`config.mk`:
```
export PLATFORM = sky130hd
export DESIGN_NAME = tpdq_cell
export DESIGN_NICKNAME = d
export VERILOG_FILES = /design/src/tpdq_pkg.sv /design/src/tpdq_cell.sv
export SDC_FILE = /design/constraint.sdc
export NUM_CORES = 1
export LEC_CHECK = 0
export BUFFER_PORTS_ARGS = -buffer_cell sky130_fd_sc_hd__buf_2
export CORE_ASPECT_RATIO = 1.5
export CORE_UTILIZATION = 45
export DETAILED_ROUTE_END_ITERATION = 12
export HOLD_SLACK_MARGIN = 0.08
export PLACE_DENSITY = 0.88
export SYNTH_ARGS = -nofsm -noshare
export SYNTH_HDL_FRONTEND = slang
export SYNTH_SLANG_ARGS = --single-unit
```
`constraint.sdc`:
```
create_clock -name clk -period 6.9 [get_ports clk]
set_input_delay 0.345 -clock clk [delete_from_list [all_inputs] [get_ports clk]]
set_output_delay 0.345 -clock clk [all_outputs]
set_load 0.05 [all_outputs]
```
`src/tpdq_pkg.sv`:
```
// Package for the deadline timer queue: codes, record types and helpers.
// No dependencies; used by every other file of the block but tpdq_if.sv.
`timescale 1ns / 1ps

package tpdq_pkg;

    localparam int SLOT_W   = 6;               // wide enough for any slot index
    localparam int DL_W     = 32;
    localparam int NUM_SLOTS_DEF = 32;         // slot field is 5 bits wide
    localparam logic [SLOT_W-1:0] MAX_FIRE = 6'd32;

    // command modes
    localparam logic [2:0] MODE_ALLOC  = 3'd0;
    localparam logic [2:0] MODE_FREE   = 3'd1;
    localparam logic [2:0] MODE_BIND   = 3'd2;
    localparam logic [2:0] MODE_ARM    = 3'd3;
    localparam logic [2:0] MODE_CANCEL = 3'd4;
    localparam logic [2:0] MODE_TICK   = 3'd5;

    // result kinds
    localparam logic [1:0] KIND_ACK   = 2'd0;
    localparam logic [1:0] KIND_ALLOC = 2'd1;
    localparam logic [1:0] KIND_POST  = 2'd2;
    localparam logic [1:0] KIND_TASK  = 2'd3;

    // slot status
    localparam logic [1:0] ST_FREE  = 2'd0;
    localparam logic [1:0] ST_ALLOC = 2'd1;
    localparam logic [1:0] ST_RUN   = 2'd2;

    // config register indexes
    localparam logic [1:0] REG_TASK_SLOT   = 2'd0;
    localparam logic [1:0] REG_TASK_ENABLE = 2'd1;
    localparam logic [1:0] REG_SLOWDOWN    = 2'd2;

    // cell operations
    localparam logic [1:0] CELL_NOP    = 2'd0;
    localparam logic [1:0] CELL_INSERT = 2'd1;
    localparam logic [1:0] CELL_REMOVE = 2'd2;
    localparam logic [1:0] CELL_POP    = 2'd3;

    typedef struct packed {
        logic              valid;
        logic [SLOT_W-1:0] slot;
        logic [DL_W-1:0]   dl;
    } entry_t;

    typedef struct packed {
        logic [1:0]        op;
        logic [SLOT_W-1:0] key;
        logic [DL_W-1:0]   dl;
    } cell_cmd_t;

    typedef struct packed {
        logic [1:0]  kind;
        logic        ok;
        logic [4:0]  slot_out;
        logic [7:0]  channel_out;
        logic [31:0] payload_out;
        logic        last;
    } rsp_t;

    function automatic rsp_t mk_rsp(input logic [1:0] kind, input logic ok,
                                    input logic [4:0] slot, input logic [7:0] ch,
                                    input logic [31:0] pl, input logic last);
        rsp_t r;
        r.kind        = kind;
        r.ok          = ok;
        r.slot_out    = slot;
        r.channel_out = ch;
        r.payload_out = pl;
        r.last        = last;
        return r;
    endfunction

endpackage

```
`src/tpdq_cell.sv`:
```
// One cell of the sorted run queue: holds one entry and shifts with its neighbours.
// Depends on tpdq_pkg.
`timescale 1ns / 1ps

module tpdq_cell
    import tpdq_pkg::*;
(
    input  logic      clk,
    input  logic      rst_n,
    input  cell_cmd_t cmd,
    input  entry_t    left_ent,
    input  logic      left_ahead,
    input  entry_t    right_ent,
    input  logic      hit_in,
    output entry_t    ent,
    output logic      ahead,
    output logic      hit_out
);

    entry_t ent_reg, ent_next;

    // entry stays ahead of a new deadline only if strictly earlier
    assign ahead   = ent_reg.valid && (ent_reg.dl < cmd.dl);
    assign hit_out = hit_in || (ent_reg.valid && (ent_reg.slot == cmd.key));
    assign ent     = ent_reg;

    always_comb
    begin
        ent_next = ent_reg;
        case (cmd.op)
            CELL_INSERT:
            begin
                if (!ahead)
                begin
                    if (left_ahead)
                    begin
                        ent_next.valid = 1'b1;
                        ent_next.slot  = cmd.key;
                        ent_next.dl    = cmd.dl;
                    end
                    else
                    begin
                        ent_next = left_ent;
                    end
                end
            end
            CELL_REMOVE:
            begin
                if (hit_out)
                    ent_next = right_ent;
            end
            CELL_POP:
            begin
                ent_next = right_ent;
            end
            default:
            begin
                ent_next = ent_reg;
            end
        endcase
    end

    always_ff @(posedge clk or negedge rst_n)
    begin
        if (!rst_n)
            ent_reg <= '0;
        else
            ent_reg <= ent_next;
    end

endmodule

```
==> report_table.html <==
<table>
<tr><th>Metric</th><th>Value</th></tr>
<tr><th colspan="2">Logic synthesis</th></tr>
<tr><td>Distinct cell type count of the synthesized netlist</td><td>33</td></tr>
<tr><td>Post-Synthesis Cell Area</td><td>3110 µm²</td></tr>
<tr><td>Top cell type by total area after synthesis</td><td>sky130_fd_sc_hd__dfrtp_1</td></tr>
<tr><td>Cell types with the largest area share after synthesis</td><td>sky130_fd_sc_hd__dfrtp_1, sky130_fd_sc_hd__ha_1, sky130_fd_sc_hd__mux2i_1, sky130_fd_sc_hd__mux2_2, sky130_fd_sc_hd__o21ai_0</td></tr>
<tr><td>Top_reg_cell synth</td><td>sky130_fd_sc_hd__dfrtp_1</td></tr>
<tr><td>Count leader, synth</td><td>sky130_fd_sc_hd__nand2_1</td></tr>
<tr><td>Instance count of the mapped netlist</td><td>approximately 330</td></tr>
<tr><td>Count of warnings emitted by yosys</td><td>0</td></tr>
<tr><td>Number of register bits inferred by synthesis</td><td>39</td></tr>
<tr><td>Most frequent cells after synthesis</td><td>sky130_fd_sc_hd__nand2_1, sky130_fd_sc_hd__o21ai_0, sky130_fd_sc_hd__dfrtp_1, sky130_fd_sc_hd__mux2i_1</td></tr>
<tr><td>Area share of the largest cell type after synthesis</td><td>31.4%</td></tr>
<tr><td>Post-synth EDFFs</td><td>0</td></tr>
<tr><td>Sequential area share after synthesis</td><td>31.4%</td></tr>
<tr><td>Average instance area after synthesis</td><td>9.34 µm²</td></tr>
<tr><td>Synthesized Nets</td><td>486</td></tr>
<tr><td>Fraction of registers with async set or reset after synthesis</td><td>100%</td></tr>
<tr><th colspan="2">Drt</th></tr>
<tr><td>Avg Vias per Cell</td><td>5.37</td></tr>
<tr><td>Via total after detailed routing</td><td>3,029</td></tr>
<tr><td>Final Routed Wirelength</td><td>8170 µm</td></tr>
<tr><td>Initial drt markers</td><td>between 100 and 150</td></tr>
<tr><td>Detailed-router iteration count before antenna repair</td><td>4</td></tr>
<tr><td>Wire length per cell</td><td>14.5 µm</td></tr>
<tr><td>Antenna-violating nets left</td><td>0</td></tr>
<tr><td>Final routed DRC violation total</td><td>0</td></tr>
<tr><th colspan="2">STA</th></tr>
<tr><td>Worst clock skew</td><td>6.89 ps</td></tr>
<tr><td>Achievable Freq</td><td>299 MHz</td></tr>
<tr><td>Final hold slack</td><td>between 150 and 200 ps</td></tr>
<tr><td>Sum Neg Setup Slack</td><td>0 ps</td></tr>
<tr><td>Worst-Margin Slew</td><td>1170 ps</td></tr>
<tr><td>Final critical-path required period</td><td>roughly 3300 ps</td></tr>
<tr><td>Final number of setup-violating endpoints</td><td>0</td></tr>
<tr><td>Remaining max-slew budget at the tightest pin</td><td>22.3%</td></tr>
<tr><td>Unrepaired setup endpoints after global routing</td><td>false</td></tr>
<tr><td>Tcrit/Tclk final</td><td>between 40 and 50%</td></tr>
<tr><td>Final Hold Viols</td><td>0</td></tr>
<tr><td>Max Transition Viols Final</td><td>0</td></tr>
<tr><th colspan="2">Global routing</th></tr>
<tr><td>Maximum number of pins on one net before global-route repair</td><td>between 80 and 90</td></tr>
<tr><td>Via count of the first global-routing pass</td><td>3,161</td></tr>
<tr><td>GRT Util Overall</td><td>22.8%</td></tr>
<tr><td>Total congestion overflow after global routing</td><td>0</td></tr>
<tr><td>Number of antenna violations at the first check in global routing</td><td>1</td></tr>
<tr><td>Wire length of the first global-routing pass</td><td>13,600 µm</td></tr>
<tr><th colspan="2">Clock network</th></tr>
<tr><td>Clk_lat worst skew</td><td>roughly 290 ps</td></tr>
<tr><td>Number of CTS-inserted buffers</td><td>5</td></tr>
<tr><td>Clock tree from TritonCTS</td><td>yes</td></tr>
<tr><td>CTS sink count</td><td>39</td></tr>
<tr><td>Worst-path clk slew</td><td>80 ps</td></tr>
<tr><td>Post-cts gate resize count</td><td>0</td></tr>
<tr><td>Number of buffers inserted to repair setup after CTS</td><td>0</td></tr>
<tr><td>Root Driver</td><td>sky130_fd_sc_hd__clkbuf_8</td></tr>
<tr><td>Clock tree buffer depth</td><td>2</td></tr>
<tr><td>Number of hold buffers added after CTS</td><td>0</td></tr>
<tr><td>Number of H-tree levels</td><td>2</td></tr>
<tr><th colspan="2">Critical path</th></tr>
<tr><td>Maximum fanout encountered on the critical timing path</td><td>26</td></tr>
<tr><td>Cell with the largest stage delay on the worst path</td><td>sky130_fd_sc_hd__o31ai_4</td></tr>
<tr><td>WS Path Type</td><td>reg2reg</td></tr>
<tr><td>Cells along the critical path</td><td>ha_1 -&gt; a211o_1 -&gt; a31oi_1 -&gt; o221ai_1 -&gt; a211oi_2 -&gt; nor3b_2 -&gt; o31ai_4 -&gt; buf_4 -&gt; mux2_2</td></tr>
<tr><td>Number of stages on the worst setup path</td><td>9</td></tr>
<tr><td>Reg-to-reg setup timing slack</td><td>3550 ps</td></tr>
<tr><td>Critical path required time</td><td>7070 ps</td></tr>
<tr><td>Family with the most delay on the worst path</td><td>compound AO/OA/AOI/OAI gates</td></tr>
<tr><td>Worst EP arrival</td><td>between 3000 and 4000 ps</td></tr>
<tr><td>Worst Path Buf+Inv</td><td>1</td></tr>
<tr><td>Startpoint class of the critical path</td><td>flop</td></tr>
<tr><td>Slowest stage delay, CP</td><td>approximately 690 ps</td></tr>
<tr><td>Kind of end point of the critical path</td><td>flop</td></tr>
<tr><td>Reg2reg path depth</td><td>9</td></tr>
<tr><td>Beginning of the worst register-to-register path</td><td>ent[2]</td></tr>
<tr><td>Reg-to-reg endpoint</td><td>ent[24]</td></tr>
<tr><th colspan="2">Finish</th></tr>
<tr><td>Total area of multi-input combinational cells</td><td>~1900 µm²</td></tr>
<tr><td>Fraction of final layout cells sized beyond drive strength 1</td><td>41.5%</td></tr>
<tr><td>Fill cells</td><td>576</td></tr>
<tr><td>Flip-flop count of the largest register, all copies and words added</td><td>39</td></tr>
<tr><td>Net count of the finished layout</td><td>639</td></tr>
<tr><td>Growth of design area from synthesis to finish</td><td>29.4%</td></tr>
<tr><td>Final non-filler cell area</td><td>4020 µm²</td></tr>
<tr><td>Sequential standard cell area</td><td>roughly 980 µm²</td></tr>
<tr><th colspan="2">Floorplanning</th></tr>
<tr><td>Initial Util</td><td>47.3%</td></tr>
<tr><td>Die Span X</td><td>69.9 µm</td></tr>
<tr><td>Vertical die dimension</td><td>104 µm</td></tr>
<tr><td>Standard-cell rows</td><td>36</td></tr>
<tr><td>I/O pin count</td><td>163</td></tr>
<tr><td>Full die area</td><td>7260 µm²</td></tr>
<tr><td>Placeable Area</td><td>6580 µm²</td></tr>
<tr><th colspan="2">Power</th></tr>
<tr><td>Total leakage power</td><td>around 0.0022 µW</td></tr>
<tr><td>Power Dens Cells</td><td>260 nW/µm²</td></tr>
<tr><td>Peak supply drop</td><td>0.186 mV</td></tr>
<tr><th colspan="2">Place</th></tr>
<tr><td>Cell Area, Placed</td><td>just under 4000 µm²</td></tr>
<tr><td>HPWL reported at the end of detailed placement</td><td>around 6400 µm</td></tr>
<tr><td>Final weighted congestion in routability-driven placement</td><td>0.786</td></tr>
<tr><td>Number of buffers inserted by port buffering</td><td>162</td></tr>
<tr><th colspan="2">Min path</th></tr>
<tr><td>Type of the tightest min-delay check</td><td>in2async</td></tr>
<tr><th colspan="2">Outcome</th></tr>
<tr><td>Result of the run</td><td>complete, no violations</td></tr>
<tr><th colspan="2">Flow run</th></tr>
<tr><td>Maximum Capacitance Violations</td><td>0</td></tr>
</table>
cell usage in the layout (no fill, tap or decap), drive strengths merged, types with 5 or more instances in the layout:
master and count:
a21oi 13, buf 164, clkbuf 7, dfrtp 39, ha 31, inv 31
mux2 39, mux2i 38, nand2 45, nand4 5, nor2 5, o21ai 44
xor2 5
kinds of logic after synthesis:
family | count (synthesis) | synth area share, %
DFF | 39 | 31.4
and+or+nand+nor | 64 | 9.09
adders and majority gates | 31 | 12.5
AOI/OAI and AO/OA | 67 | 12.3
muxes | 77 | 26.3
xor gates and xnor gates | 6 | 1.69
buffers and inverters | 49 | 6.68
layer usage:
metal  vias to the layer above  GRT usage [%]  part of all wire [%]
met5                         -              0                     0
met4                         0           7.14                   1.8
met3                        14           4.18                   5.5
met2                       111           45.1                    56
met1                      1430           23.2                    37
li1                       1474              -                     -
worst max path at each step:
| stage | startpoint | end | slack (ps) |
|---|---|---|---|
| 6_report | ent[2] | ent[24] | 3550 |
| 5_1_grt | ent[2] | ent[22] | 3350 |
| 4_1_cts | ent[2] | ent[24] | 3470 |
| 3_5_place_dp | cmd[2] | ent[12] | 3410 |
| 3_3_place_gp | cmd[2] | ent[35] | 3570 |
| 2_1_floorplan | ent[2] | ahead | 4080 |
power by group:
| group | total [µW] | switching, µW | internal [µW] | leakage, µW |
|---|---|---|---|---|
| logic | 562 | 374 | 188 | 0.00172 |
| registers | 333 | 48.4 | 285 | 0.000467 |
| clock network | 151 | 79.6 | 71.1 | 0.0000422 |
| total | 1050 | 502 | 544 | 0.00223 |
layout make-up:
| class | instances | share of cell area [%] |
|---|---|---|
| multi-input cells | 245 | 47.9 |
| flip-flops and latches | 39 | 24.3 |
| inverters | 31 | 2.89 |
| repair buffers | 164 | 20.5 |
| clock buffers | 7 | 1.90 |
| clock inverters | 1 | 0.124 |
| well taps | 76 | 2.36 |
| diodes | 1 | 0.0622 |
per-stage QoR:
step | util [%] | worst slack [ps] | total power, µW | cells
global route | 61.1 | 3350 | 1110 | 563
finish | 61.2 | 3550 | 1050 | 564
global placement | 59.9 | 3570 | 882 | 555
CTS | 61.1 | 3470 | 1060 | 563
detailed placement | 59.9 | 3410 | 903 | 555
floorplan | - | 4080 | 740 | 333
Power figures use the tool's default switching activity.
